## config.mk

```make
export PLATFORM = sky130hd
export DESIGN_NAME = i2c_master_transaction_sequencer_core_flat
export DESIGN_NICKNAME = d
export VERILOG_FILES = /design/src/rtl/core/i2cseq_pkg.sv /design/src/rtl/core/i2cseq_stream_if.sv /design/src/rtl/core/i2c_master_transaction_sequencer_core.sv /design/src/rtl/core/i2cseq_step.sv /design/src/flat_wrapper.sv
export SDC_FILE = /design/constraint.sdc
export NUM_CORES = 1
export LEC_CHECK = 0
export BUFFER_PORTS_ARGS = -buffer_cell sky130_fd_sc_hd__buf_2
export CAP_MARGIN = 40
export CORE_MARGIN = 10
export CORE_UTILIZATION = 62
export DETAILED_ROUTE_END_ITERATION = 10
export GPL_TIMING_DRIVEN = 1
export PLACE_DENSITY = 0.81
export REMOVE_ABC_BUFFERS = 1
export SETUP_SLACK_MARGIN = 0.1
export SLEW_MARGIN = 20
export SYNTH_ARGS = -nofsm -noshare
export SYNTH_HDL_FRONTEND = slang
export SYNTH_SLANG_ARGS = --single-unit
```

## constraint.sdc

```tcl
create_clock -name clk_i -period 8.6 [get_ports clk_i]
set_input_delay 1.72 -clock clk_i [delete_from_list [all_inputs] [get_ports clk_i]]
set_output_delay 1.72 -clock clk_i [all_outputs]
set_load 0.005 [all_outputs]
```

## src/rtl/core/i2cseq_pkg.sv

```systemverilog
// Package for the I2C master transaction sequencer: payload and state types,
// operation and segment codes, and the per-operation segment scripts.
// No dependencies.
package i2cseq_pkg;

  typedef enum logic [2:0] {
    OP_WR1   = 3'd0,
    OP_WR2   = 3'd1,
    OP_RD1   = 3'd2,
    OP_WRRD  = 3'd3,
    OP_CLEAR = 3'd4
  } op_e;

  typedef enum logic [3:0] {
    SEG_NONE  = 4'd0,
    SEG_START = 4'd1,
    SEG_ADDRW = 4'd2,
    SEG_ADDRR = 4'd3,
    SEG_ACK   = 4'd4,
    SEG_COND  = 4'd5,
    SEG_B1    = 4'd6,
    SEG_B2    = 4'd7,
    SEG_RDB   = 4'd8,
    SEG_NACK  = 4'd9,
    SEG_STOP  = 4'd10,
    SEG_CLR   = 4'd11,
    SEG_CHK   = 4'd12
  } seg_e;

  typedef enum logic [0:0] {
    CFG_IGNORE_NAK = 1'b0,
    CFG_HIGH_HOLD  = 1'b1
  } cfg_idx_e;

  // Steps of one bit slot
  localparam logic [2:0] BIT_DRIVE   = 3'd0;
  localparam logic [2:0] BIT_SAMPLE  = 3'd1;
  localparam logic [2:0] BIT_HOLD    = 3'd2;
  localparam logic [2:0] BIT_LOW     = 3'd3;
  localparam logic [2:0] BIT_RELEASE = 3'd4;

  localparam logic [3:0] ClearLoops = 4'd10;
  localparam logic [3:0] ByteBits   = 4'd8;

  typedef struct packed {
    logic       request_valid;
    logic [2:0] operation;
    logic [6:0] slave_address;
    logic [7:0] first_byte;
    logic [7:0] second_byte;
    logic       sda_in;
  } req_t;

  typedef struct packed {
    logic       scl_out;
    logic       sda_out;
    logic       busy_res;
    logic       done_res;
    logic       status;
    logic [7:0] read_data;
  } res_t;

  typedef struct packed {
    logic [3:0] phase;
    logic [2:0] micro;
    logic [3:0] bit_count;
    logic [7:0] shift_byte;
    logic [7:0] hold_count;
    logic [3:0] stop_count;
    logic [2:0] op;
    logic [6:0] addr;
    logic [7:0] byte_one;
    logic [7:0] byte_two;
    logic       last_status;
    logic [7:0] read_byte;
    logic       scl;
    logic       sda;
  } seq_state_t;

  localparam seq_state_t StateReset = '{
    phase: 4'd0, micro: 3'd0, bit_count: 4'd0, shift_byte: 8'd0,
    hold_count: 8'd0, stop_count: 4'd0, op: 3'd0, addr: 7'd0,
    byte_one: 8'd0, byte_two: 8'd0, last_status: 1'b0, read_byte: 8'd0,
    scl: 1'b1, sda: 1'b1
  };

  function automatic logic [3:0] script_len(logic [2:0] op);
    logic [3:0] len;
    unique case (op)
      OP_WR1:   len = 4'd7;
      OP_WR2:   len = 4'd10;
      OP_RD1:   len = 4'd7;
      OP_WRRD:  len = 4'd14;
      OP_CLEAR: len = 4'd2;
      default:  len = 4'd1;
    endcase
    return len;
  endfunction

  // Segment at script position pos (phase - 1)
  function automatic seg_e seg_at(logic [2:0] op, logic [3:0] pos);
    seg_e seg;
    seg = SEG_NONE;
    unique case (op)
      OP_WR1: begin
        unique case (pos)
          4'd0: seg = SEG_START;
          4'd1: seg = SEG_ADDRW;
          4'd2: seg = SEG_ACK;
          4'd3: seg = SEG_COND;
          4'd4: seg = SEG_B1;
          4'd5: seg = SEG_ACK;
          4'd6: seg = SEG_STOP;
          default: seg = SEG_NONE;
        endcase
      end
      OP_WR2: begin
        unique case (pos)
          4'd0: seg = SEG_START;
          4'd1: seg = SEG_ADDRW;
          4'd2: seg = SEG_ACK;
          4'd3: seg = SEG_COND;
          4'd4: seg = SEG_B1;
          4'd5: seg = SEG_ACK;
          4'd6: seg = SEG_COND;
          4'd7: seg = SEG_B2;
          4'd8: seg = SEG_ACK;
          4'd9: seg = SEG_STOP;
          default: seg = SEG_NONE;
        endcase
      end
      OP_RD1: begin
        unique case (pos)
          4'd0: seg = SEG_START;
          4'd1: seg = SEG_ADDRR;
          4'd2: seg = SEG_ACK;
          4'd3: seg = SEG_COND;
          4'd4: seg = SEG_RDB;
          4'd5: seg = SEG_NACK;
          4'd6: seg = SEG_STOP;
          default: seg = SEG_NONE;
        endcase
      end
      OP_WRRD: begin
        unique case (pos)
          4'd0:  seg = SEG_START;
          4'd1:  seg = SEG_ADDRW;
          4'd2:  seg = SEG_ACK;
          4'd3:  seg = SEG_COND;
          4'd4:  seg = SEG_B1;
          4'd5:  seg = SEG_ACK;
          4'd6:  seg = SEG_COND;
          4'd7:  seg = SEG_START;
          4'd8:  seg = SEG_ADDRR;
          4'd9:  seg = SEG_ACK;
          4'd10: seg = SEG_COND;
          4'd11: seg = SEG_RDB;
          4'd12: seg = SEG_NACK;
          4'd13: seg = SEG_STOP;
          default: seg = SEG_NONE;
        endcase
      end
      OP_CLEAR: begin
        unique case (pos)
          4'd0: seg = SEG_CLR;
          4'd1: seg = SEG_CHK;
          default: seg = SEG_NONE;
        endcase
      end
      default: seg = SEG_NONE;
    endcase
    return seg;
  endfunction

endpackage

```

## src/rtl/core/i2cseq_stream_if.sv

```systemverilog
// Valid/ready stream interface used for the tick request and result channels.
// The payload type is set per instance from i2cseq_pkg.
interface i2cseq_stream_if #(
  parameter type payload_t = logic
);
  logic     valid;
  logic     ready;
  payload_t payload;

  modport source (output valid, output payload, input ready);
  modport sink   (input valid, input payload, output ready);
endinterface

```

## src/rtl/core/i2c_master_transaction_sequencer_core.sv

```systemverilog
// I2C master transaction sequencer: one request is one bus tick, one result per tick.
// A request is registered in the input stage, then its result in the result stage.
// Throughput: one request per cycle while results drain; one state step per request.
// Reset (rst_ni low, asynchronous): idle, SCL and SDA released, status and read
// data zero, configuration zero, both stream stages empty. Uses i2cseq_pkg,
// i2cseq_stream_if and i2cseq_step.
module i2c_master_transaction_sequencer_core (
  input  logic                    clk_i,
  input  logic                    rst_ni,
  input  logic                    cfg_we_i,
  input  i2cseq_pkg::cfg_idx_e    cfg_idx_i,
  input  logic [7:0]              cfg_wdata_i,
  i2cseq_stream_if.sink           req_i,
  i2cseq_stream_if.source         res_o
);
  import i2cseq_pkg::*;

  // Configuration registers
  logic       ignore_nak_q;
  logic [7:0] high_hold_q;

  // Input stage: holds one tick request until the result slot can take it
  logic       in_vld_q;
  req_t       in_q;

  // Sequencer state
  seq_state_t state_q;
  seq_state_t state_d;

  // Result stage
  logic       out_vld_q;
  res_t       out_q;
  res_t       out_d;

  logic       advance;

  // Advance when a request is held and the result slot is free or being drained
  assign advance     = in_vld_q && (!out_vld_q || res_o.ready);
  assign req_i.ready = !in_vld_q || advance;

  assign res_o.valid   = out_vld_q;
  assign res_o.payload = out_q;

  always_ff @(posedge clk_i or negedge rst_ni) begin
    if (!rst_ni) begin
      ignore_nak_q <= 1'b0;
      high_hold_q  <= 8'd0;
    end else if (cfg_we_i) begin
      unique case (cfg_idx_i)
        CFG_IGNORE_NAK: ignore_nak_q <= cfg_wdata_i[0];
        CFG_HIGH_HOLD:  high_hold_q  <= cfg_wdata_i;
        default:        ignore_nak_q <= ignore_nak_q;
      endcase
    end
  end

  // Input stage: capture a request whenever the slot is free or emptying
  always_ff @(posedge clk_i or negedge rst_ni) begin
    if (!rst_ni) begin
      in_vld_q <= 1'b0;
    end else if (req_i.ready) begin
      in_vld_q <= req_i.valid;
    end
  end

  always_ff @(posedge clk_i) begin
    if (req_i.valid && req_i.ready) begin
      in_q <= req_i.payload;
    end
  end

  // One bus action per tick
  i2cseq_step u_step (
    .state_i      (state_q),
    .req_i        (in_q),
    .ignore_nak_i (ignore_nak_q),
    .high_hold_i  (high_hold_q),
    .state_o      (state_d),
    .res_o        (out_d)
  );

  always_ff @(posedge clk_i or negedge rst_ni) begin
    if (!rst_ni) begin
      state_q <= StateReset;
    end else if (advance) begin
      state_q <= state_d;
    end
  end

  // Result stage: hold the result until the sink takes it
  always_ff @(posedge clk_i or negedge rst_ni) begin
    if (!rst_ni) begin
      out_vld_q <= 1'b0;
    end else if (advance) begin
      out_vld_q <= 1'b1;
    end else if (res_o.ready) begin
      out_vld_q <= 1'b0;
    end
  end

  always_ff @(posedge clk_i) begin
    if (advance) begin
      out_q <= out_d;
    end
  end

endmodule

```

## src/rtl/core/i2cseq_step.sv

```systemverilog
// One bus tick of the sequencer: next state and result from the current state,
// the configuration and one tick request. Purely combinational; uses i2cseq_pkg.
module i2cseq_step (
  input  i2cseq_pkg::seq_state_t state_i,
  input  i2cseq_pkg::req_t       req_i,
  input  logic                   ignore_nak_i,
  input  logic [7:0]             high_hold_i,
  output i2cseq_pkg::seq_state_t state_o,
  output i2cseq_pkg::res_t       res_o
);
  import i2cseq_pkg::*;

  seq_state_t n;
  seg_e       seg;
  seg_e       nxt_seg;
  logic       rd;
  logic [3:0] nbits;
  logic       ended;
  logic       busy;
  logic       done;

  always_comb begin
    n       = state_i;
    seg     = SEG_NONE;
    nxt_seg = SEG_NONE;
    rd      = 1'b0;
    nbits   = ByteBits;
    ended   = 1'b0;
    busy    = 1'b0;
    done    = 1'b0;

    // Latch a new transaction; its first segment is never a condition
    if (n.phase == 4'd0 && req_i.request_valid && req_i.operation <= OP_CLEAR) begin
      n.op         = req_i.operation;
      n.addr       = req_i.slave_address;
      n.byte_one   = req_i.first_byte;
      n.byte_two   = req_i.second_byte;
      n.phase      = 4'd1;
      n.micro      = 3'd0;
      n.bit_count  = 4'd0;
      n.stop_count = 4'd0;
    end

    if (n.phase != 4'd0) begin
      busy  = 1'b1;
      seg   = seg_at(n.op, n.phase - 4'd1);
      rd    = (seg == SEG_ACK) || (seg == SEG_RDB);
      nbits = ((seg == SEG_ACK) || (seg == SEG_NACK)) ? 4'd1 : ByteBits;

      unique case (seg)
        SEG_START: begin
          unique case (n.micro)
            3'd0:    n.sda = 1'b1;
            3'd1:    n.scl = 1'b1;
            3'd2:    n.sda = 1'b0;
            default: begin
              n.scl = 1'b0;
              ended = 1'b1;
            end
          endcase
          if (!ended) n.micro = n.micro + 3'd1;
        end
        SEG_STOP: begin
          unique case (n.micro)
            3'd0:    n.sda = 1'b0;
            3'd1:    n.scl = 1'b1;
            default: begin
              n.sda = 1'b1;
              ended = 1'b1;
            end
          endcase
          if (!ended) n.micro = n.micro + 3'd1;
        end
        SEG_CLR: begin
          unique case (n.micro)
            3'd0: begin
              n.scl   = 1'b0;
              n.micro = 3'd1;
            end
            3'd1: begin
              n.sda   = 1'b0;
              n.micro = 3'd2;
            end
            3'd2: begin
              n.scl   = 1'b1;
              n.micro = 3'd3;
            end
            default: begin
              n.sda        = 1'b1;
              n.stop_count = n.stop_count + 4'd1;
              n.micro      = 3'd0;
              ended        = (n.stop_count >= ClearLoops);
            end
          endcase
        end
        SEG_CHK: begin
          n.last_status = ~req_i.sda_in;
          ended         = 1'b1;
        end
        default: begin
          // Bit slots of address, data, acknowledge and read bytes
          unique case (n.micro)
            BIT_DRIVE: begin
              if (rd) n.scl = 1'b1;
              else    n.sda = (seg == SEG_NACK) ? 1'b1 : n.shift_byte[7];
              n.micro = BIT_SAMPLE;
            end
            BIT_SAMPLE: begin
              if (seg == SEG_ACK)      n.last_status = req_i.sda_in;
              else if (seg == SEG_RDB) n.shift_byte  = {n.shift_byte[6:0], req_i.sda_in};
              else                     n.scl         = 1'b1;
              n.hold_count = high_hold_i;
              n.micro      = (high_hold_i != 8'd0) ? BIT_HOLD : BIT_LOW;
            end
            BIT_HOLD: begin
              n.hold_count = n.hold_count - 8'd1;
              if (n.hold_count == 8'd0) n.micro = BIT_LOW;
            end
            BIT_LOW: begin
              n.scl = 1'b0;
              if (!rd) n.shift_byte = {n.shift_byte[6:0], 1'b0};
              n.bit_count = n.bit_count + 4'd1;
              if (n.bit_count < nbits) begin
                n.micro = BIT_DRIVE;
              end else if (seg == SEG_RDB) begin
                n.read_byte = n.shift_byte;
                ended       = 1'b1;
              end else if ((seg == SEG_ACK) || (seg == SEG_NACK)) begin
                ended = 1'b1;
              end else begin
                n.micro = BIT_RELEASE;
              end
            end
            default: begin
              n.sda = 1'b1;
              ended = 1'b1;
            end
          endcase
        end
      endcase

      if (ended) begin
        if (n.phase >= script_len(n.op)) begin
          n.phase = 4'd0;
          n.micro = 3'd0;
          done    = 1'b1;
        end else begin
          n.phase = n.phase + 4'd1;
          // Resolve a condition: go on after an ACK or with NAKs ignored, else jump to the stop
          if (seg_at(n.op, n.phase - 4'd1) == SEG_COND) begin
            if (!n.last_status || ignore_nak_i) n.phase = n.phase + 4'd1;
            else                                n.phase = script_len(n.op);
          end
          n.micro      = 3'd0;
          n.bit_count  = 4'd0;
          n.stop_count = 4'd0;
          nxt_seg      = seg_at(n.op, n.phase - 4'd1);
          unique case (nxt_seg)
            SEG_ADDRW: n.shift_byte = {n.addr, 1'b0};
            SEG_ADDRR: n.shift_byte = {n.addr, 1'b1};
            SEG_B1:    n.shift_byte = n.byte_one;
            SEG_B2:    n.shift_byte = n.byte_two;
            SEG_RDB:   n.shift_byte = 8'd0;
            default:   n.shift_byte = n.shift_byte;
          endcase
        end
      end
    end

    state_o = n;
    res_o   = '{scl_out: n.scl, sda_out: n.sda, busy_res: busy, done_res: done,
                status: n.last_status, read_data: n.read_byte};
  end

endmodule

```

## src/flat_wrapper.sv

```systemverilog
// flat-port wrapper written by rule: the top's interface ports become plain ports
module i2c_master_transaction_sequencer_core_flat import i2cseq_pkg::*;
  (clk_i, rst_ni, cfg_we_i, cfg_idx_i, cfg_wdata_i, req_i_valid, req_i_payload, req_i_ready, res_o_valid, res_o_payload, res_o_ready);
  i2cseq_stream_if #(.payload_t(req_t)) req_i_i ();
  i2cseq_stream_if #(.payload_t(res_t)) res_o_i ();
  input  logic clk_i;
  input  logic rst_ni;
  input  logic cfg_we_i;
  input  i2cseq_pkg::cfg_idx_e cfg_idx_i;
  input  logic [7:0] cfg_wdata_i;
  input wire logic [$bits(req_i_i.valid)-1:0] req_i_valid;
  input wire logic [$bits(req_i_i.payload)-1:0] req_i_payload;
  output wire logic [$bits(req_i_i.ready)-1:0] req_i_ready;
  output wire logic [$bits(res_o_i.valid)-1:0] res_o_valid;
  output wire logic [$bits(res_o_i.payload)-1:0] res_o_payload;
  input wire logic [$bits(res_o_i.ready)-1:0] res_o_ready;
  assign req_i_i.valid = req_i_valid;
  assign req_i_i.payload = req_i_payload;
  assign req_i_ready = req_i_i.ready;
  assign res_o_valid = res_o_i.valid;
  assign res_o_payload = res_o_i.payload;
  assign res_o_i.ready = res_o_ready;
  i2c_master_transaction_sequencer_core u_core (.clk_i(clk_i), .rst_ni(rst_ni), .cfg_we_i(cfg_we_i), .cfg_idx_i(cfg_idx_i), .cfg_wdata_i(cfg_wdata_i), .req_i(req_i_i), .res_o(res_o_i));
endmodule
```

==> summary.md, run 1 <==
| Metric | Value |
|---|---|
| Antenna diodes | `0` |
| CP max stage delay | `0.54 ns` |
| Crit path max fanout | `24` |
| CTS tree | `done` |
| Hold/Removal Path Class | `register to register` |
| CP max-delay cell | `edfxtp_1` |
| Post-synth cell types | `102` |
| Final count of hold timing violations | `0` |
| Detail Route Antenna Nets | `0` |
| WHS | `0.4797 ns` |
| WL/cell | `19.73 µm` |
| First-pass GRT wire length | `36,100 µm` |
| TNS Setup | `0 ns` |
| Most frequent cell on the critical path | `inv_1` |
| Cell Area, Synth | `8317 µm²` |
| P&R area growth vs syn | `10.64%` |
| Primary FF master, synth | `dfrtp_1` |
| Max Fclk | `0.1374 GHz` |
| Die W | `135.8 µm` |
| Gpl congestion | `0.9777` |
| Full die area | `18,450 µm²` |
| Initial antenna violation count | `0` |
| Overflow after GRT | `0` |
| Hpwl dp | `16,000 µm` |
| Setup CP Type | `register to register` |
| # fillers | `1,026` |
| Post-Synthesis Cells | `924` |
| Vias in the first global route | `6,965` |
| Status | `finished clean` |
| Top delay family on crit path | `compound AO/OA/AOI/OAI gates` |
| Final #Nets | `1,018` |
| Ratio of cells with drive above 1 in the final layout | `17.58%` |
| Slew HR | `40.47%` |
| WP buf/inv | `3` |
| Rows | `42` |
| GRT Total Usage | `24.43%` |
| H-tree Lvls | `4` |
| Synth area leaders | `dfrtp_1 (23%), edfxtp_1 (15%), nand2_1 (6.2%), mux2_2 (4.9%), o21ai_0 (3.6%)` |
| CTS Buf Count | `17` |
| Largest area contributor in the netlist | `dfrtp_1` |
| Initial DRC count | `1,114` |
| Setup crit start kind | `register` |
| Hold buffers post-CTS | `0` |
| Post-Route WL | `22,550 µm` |
| Sink Count | `120` |
| Final Skew | `0.01673 ns` |
| Unrepaired setup endpoints after global routing | `no` |
| Syn_area_per_cell | `9.001 µm²` |
| Post-CTS Repair Setup Buffers | `0` |
| CTS max path bufs | `2` |
| # DRC | `0` |
| Vias/cell | `6.544` |
| Clk root buf | `clkbuf_16` |
| CP endpoint kind | `register` |
| Yosys reg bits | `120` |
| Worst Path Required | `8.89 ns` |
| Critical path arrival | `7.57 ns` |
| Sequential cell area fraction in the yosys report | `38.60%` |
| Post-synth top area share | `23.17%` |
| Largest net degree at the start of global routing | `60` |
| Port bufs | `56` |
| Core Region | `13,190 µm²` |
| Max-cap violations | `0` |
| Crit path cell chain | `o21ai_0 -> a31o_2 -> inv_1 -> ha_1 -> xnor2_1 -> and3_1 -> and4b_1 -> o32ai_2 -> a32o_1 -> nand4_1 -> a21o_4 -> a311o_1 -> inv_1 -> ha_1 -> inv_1 -> xnor2_1 -> a222oi_1 -> mux2i_1 -> mux2_2 -> nor3_1 -> a31oi_4 -> a21oi_4 -> o221ai_1` |
| Post-CTS Resized | `0` |
| Most common cell in the synthesized netlist | `nand2_1` |
| Post-synth EDFFs | `41` |
| # IOs | `57` |
| Pre-antenna DRT Iters | `7` |
| Inst Count DP | `1,110` |
| Worst-Margin Slew | `0.8863 ns` |
| Final Setup Violations | `0` |
| Reg clk slew, reported paths | `0.06 ns` |
| Starting Density | `63.05%` |
| Max-slew violations | `0` |
| FFs w/ async S/R, synth | `65.83%` |
| DIE HEIGHT | `135.8 µm` |
| Fin crit share | `84.66%` |
| Cell Count, Final, Fillers Out | `1,143` |
| Most frequent cells after synthesis | `nand2_1 (138), dfrtp_1 (77), o21ai_0 (60), nor2_1 (58), nand3_1 (51)` |
| Clk_lat worst skew | `0.43 ns` |
| Clock period minus worst slack | `7.280 ns` |
| Vias | `7,480` |
| Synth Warn # | `0` |
## path summary, 6_finish.rpt
check | startpoint | end | slack, ns | cells after the start
setup / recovery | u_core.in_q[24] | u_core.state_q[53] | 1.32 | 23
hold / removal | u_core.state_q[9] | u_core.state_q[9] | 0.48 | 2
setup reg to reg | u_core.in_q[24] | u_core.state_q[53] | 1.32 | 23
hold reg to reg | u_core.state_q[9] | u_core.state_q[9] | 0.48 | 2
max in group asynchronous | rst_ni | u_core.state_q[0] | 6.66 | 3
min in group asynchronous | rst_ni | u_core.high_hold_q[3] | 1.18 | 1
## state kept, by name, summed over array words and instances (netlist names)
signal	count
u_core.in_vld_q	1
u_core.res_o.payload	13
u_core.res_o.valid	1
u_core.state_q	68
u_core.in_q	28
u_core.ignore_nak_q	1
u_core.high_hold_q	8
## area by class of cell
| type | instances | area, µm² | share of cell area (%) |
|---|---|---|---|
| Clock buffer | 22 | 454.2 | 4.936 |
| Timing Repair Buffer | 68 | 392.9 | 4.270 |
| Multi-Input combinational cell | 706 | 4696 | 51.03 |
| Tap cell | 176 | 220.2 | 2.393 |
| Sequential cell | 120 | 3211 | 34.89 |
| Clock inverter | 10 | 73.82 | 0.8023 |
| Inverter | 41 | 153.9 | 1.673 |
## logic make-up (layout without fill, tap and decap cells)
family                     Yosys count  after routing  share of synthesized area [%]
and+or+nand+nor                    354            354                          20.58
muxes                               47             47                          6.349
buffers and inverters               98            141                          5.025
DFF                                120            120                          38.60
AOI/OAI and AO/OA                  267            267                          24.06
adders and majority gates           22             22                          3.310
xor gates and xnor gates            16             16                          2.076
## metal layers
metal | up-vias | global-route usage [%] | wire length, µm
met4 | 0 | 10.83 | 777
met2 | 400 | 37.23 | 10340
met3 | 68 | 5.756 | 1876
met1 | 3536 | 32.41 | 9550
li1 | 3476 | - | -
met5 | - | 0 | 0
## worst reg2reg max path, cell delays in order (launching register included)
cell and delay (ns):
edfxtp_1 0.54, o21ai_0 0.50, a31o_2 0.29, inv_1 0.11, ha_1 0.37, xnor2_1 0.47
and3_1 0.26, and4b_1 0.21, o32ai_2 0.34, a32o_1 0.32, nand4_1 0.21, a21o_4 0.30
a311o_1 0.44, inv_1 0.14, ha_1 0.38, inv_1 0.16, xnor2_1 0.20, a222oi_1 0.35
mux2i_1 0.12, mux2_2 0.47, nor3_1 0.34, a31oi_4 0.17, a21oi_4 0.29, o221ai_1 0.17
## through the flow
| stage | utilization [%] | setup slack, ns | area, µm² |
|---|---|---|---|
| 2_1_floorplan | - | 1.873 | 8053 |
| 3_3_place_gp | 65.55 | 1.676 | 8646 |
| 3_5_place_dp | 65.55 | 1.480 | 8646 |
| 4_1_cts | 69.55 | 1.433 | 9174 |
| 5_1_grt | 69.76 | 0.8296 | 9201 |
| 6_report | 69.76 | 1.320 | 9201 |
## placed cells by master (no fill, tap or decap), types with 5 or more instances in the layout
master,n
a31oi_1,8
and2_1,12
nand3_1,51
edfxtp_1,41
and3_1,5
clkbuf_16,17
mux2i_1,10
o221ai_1,13
a21o_1,11
nor4_1,6
nor3_1,25
buf_4,12
nor2_1,57
mux2_2,36
buf_2,55
nand2_1,138
a211oi_1,7
a211o_1,8
a22o_1,9
ha_1,22
a21oi_1,44
o21ai_0,60
o211ai_1,18
o21a_1,6
inv_1,39
xor2_1,6
nand2b_1,14
xnor2_1,8
dfrtp_1,77
nor2b_1,11
o22ai_1,11
Power of run 1 is left out: the tool's default activity adds up to more than one toggle a clock period on the data nets, which glitch-free logic cannot reach.
==> run 2: changes to the inputs <==
- CORE_UTILIZATION: 62 -> 56
- PLACE_DENSITY: 0.81 -> 0.78
- clock period: 8.6 -> 6 ns (I/O delays scaled with it)
==> summary.md, run 2 (synthesis results as in run 1) <==
| Metric | Value |
|---|---|
| GRT Total Usage | `22.62%` |
| Starting Density | `57.22%` |
| Commonest cells after routing, fill and taps aside | `nand2_1 (138), dfrtp_1 (77), o21ai_0 (57), nor2_1 (56), buf_2 (55)` |
| R2r endpoint | `u_core.state_q[53]` |
| WL/cell | `19.36 µm` |
| CTS max path bufs | `2` |
| Final Setup Violations | `0` |
| Max reg flops | `68` |
| H-tree Lvls | `4` |
| DIE HEIGHT | `141.9 µm` |
| Crit path to | `u_core.state_q[53]` |
| Crit path max fanout | `9` |
| Hold/Removal Path Class | `register to register` |
| Clk root buf | `clkbuf_16` |
| Worst-Margin Slew | `0.6974 ns` |
| Clk_lat worst skew | `0.43 ns` |
| Inst Count DP | `1,146` |
| Vias in the first global route | `7,193` |
| Post-Route WL | `22,940 µm` |
| # IOs | `57` |
| Final #Nets | `1,052` |
| Antenna diodes | `0` |
| Reg2reg start | `u_core.state_q[66]` |
| Status | `finished clean` |
| Reg clk slew, reported paths | `0.07 ns` |
| Commonest non-fill, non-tap cell in the layout | `nand2_1` |
| Clock period minus worst slack | `5.688 ns` |
| Max-cap violations | `0` |
| Setup CP Type | `register to register` |
| Setup crit start kind | `register` |
| Critical path arrival | `5.96 ns` |
| Crit path from | `u_core.state_q[66]` |
| Die W | `141.9 µm` |
| Largest net degree at the start of global routing | `59` |
| Worst Path Required | `6.27 ns` |
| Vias/cell | `6.430` |
| Sink Count | `120` |
| Design area | `9652 µm²` |
| Final Skew | `0.01728 ns` |
| Detail Route Antenna Nets | `0` |
| CTS tree | `done` |
| Pre-antenna DRT Iters | `7` |
| Rows | `44` |
| Fin crit share | `94.80%` |
| Max-slew violations | `0` |
| Hold buffers post-CTS | `0` |
| Gpl congestion | `1.016` |
| Full die area | `20,130 µm²` |
| Worst R2R Setup Slack | `0.31 ns` |
| First-pass GRT wire length | `37,340 µm` |
| Final count of hold timing violations | `0` |
| Core Region | `14,530 µm²` |
| Ratio of cells with drive above 1 in the final layout | `22.28%` |
| Port bufs | `56` |
| Initial DRC count | `1,136` |
| Slew HR | `53.40%` |
| Reg2reg path depth | `22` |
| Hold Path Stages | `2` |
| Overflow after GRT | `0` |
| Cell Count, Final, Fillers Out | `1,185` |
| P&R area growth vs syn | `16.05%` |
| CTS Buf Count | `17` |
| Unrepaired setup endpoints after global routing | `no` |
| CP endpoint kind | `register` |
| Max Fclk | `0.1758 GHz` |
| # DRC | `0` |
| Vias | `7,619` |
| Top reg by flops | `u_core.state_q` |
| Initial antenna violation count | `0` |
| Placed Area | `8886 µm²` |
| Hpwl dp | `16,150 µm` |
==> run 2: changes by cell type in the layout (fill, tap and decap cells not counted), moves of 3 or more <==
cell,before,now
clkinv_4,4,0
clkinvlp_4,2,5
buf_4,12,44
inv_1,39,36
o21ai_0,60,57
inv_2,1,4
ha_1,22,19
==> run 2: worst max-delay path: stages (launching register included) <==
cell and delay, ns:
dfrtp_1 0.39, nor3_2 0.18, a31o_2 0.22, inv_1 0.06
ha_1 0.24, buf_4 0.20, xor2_4 0.19, o21bai_1 0.08
a32o_1 0.25, o31ai_4 0.30, nand4_4 0.17, o41ai_4 0.50
a21o_4 0.22, buf_4 0.11, o21ai_2 0.07, o31ai_2 0.46
nand3_1 0.24, and2_1 0.30, o32ai_1 0.49, o2111a_1 0.31
a31oi_4 0.07, a21oi_4 0.26, o221ai_1 0.19
==> run 2: layout make-up <==
cell class	count	area, µm²
Timing Repair Buffer	102	655.6
Fill cell	1144	4882
Inverter	41	153.9
Sequential cell	120	3211
Clock buffer	20	436.7
Clock inverter	12	127.6
Multi-Input combinational cell	706	4837
Tap cell	184	230.2
==> run 2: through the flow <==
step                hold slack (ns)  setup WS, ns  utilization (%)  setup TNS, ns
floorplan                    0.4457       -0.7271                -         -5.799
global placement             0.4569        0.1100            60.95              0
detailed placement           0.4681       -0.1218            61.14        -0.6980
CTS                          0.4893        0.1244            65.32              0
global route                 0.5048       0.08318            66.41              0
finish                       0.4883        0.3120            66.41              0
==> run 2: worst min-delay path by stage <==
| stage | end | slack (ns) | startpoint |
|---|---|---|---|
| finish | u_core.state_q[9] | 0.49 | u_core.state_q[9] |
| global route | u_core.state_q[2] | 0.50 | u_core.state_q[2] |
| CTS | u_core.res_o.valid | 0.49 | u_core.in_vld_q |
| detailed placement | u_core.state_q[8] | 0.47 | u_core.state_q[8] |
| global placement | u_core.state_q[9] | 0.46 | u_core.state_q[9] |
| floorplan | u_core.state_q[2] | 0.45 | u_core.state_q[2] |
==> run 2: repair_timing <==
action	CTS	global route
resized for setup	9	24
pin swaps	1	9
setup buffers	0	7
cloned	0	0
hold endpoints to repair	0	0
setup endpoints to repair	8	8
==> run 2: layer usage <==
| metal | part of all wire, % | vias up | routed length [µm] | track usage, % |
|---|---|---|---|---|
| met5 | 0 | - | 0 | 0 |
| met3 | 7.9 | 93 | 1805 | 5.073 |
| met2 | 46 | 419 | 10660 | 35.72 |
| met4 | 4.1 | 0 | 930 | 9.736 |
| met1 | 42 | 3569 | 9549 | 29.14 |
| li1 | - | 3538 | - | - |
Power of run 2 is left out for the same reason.
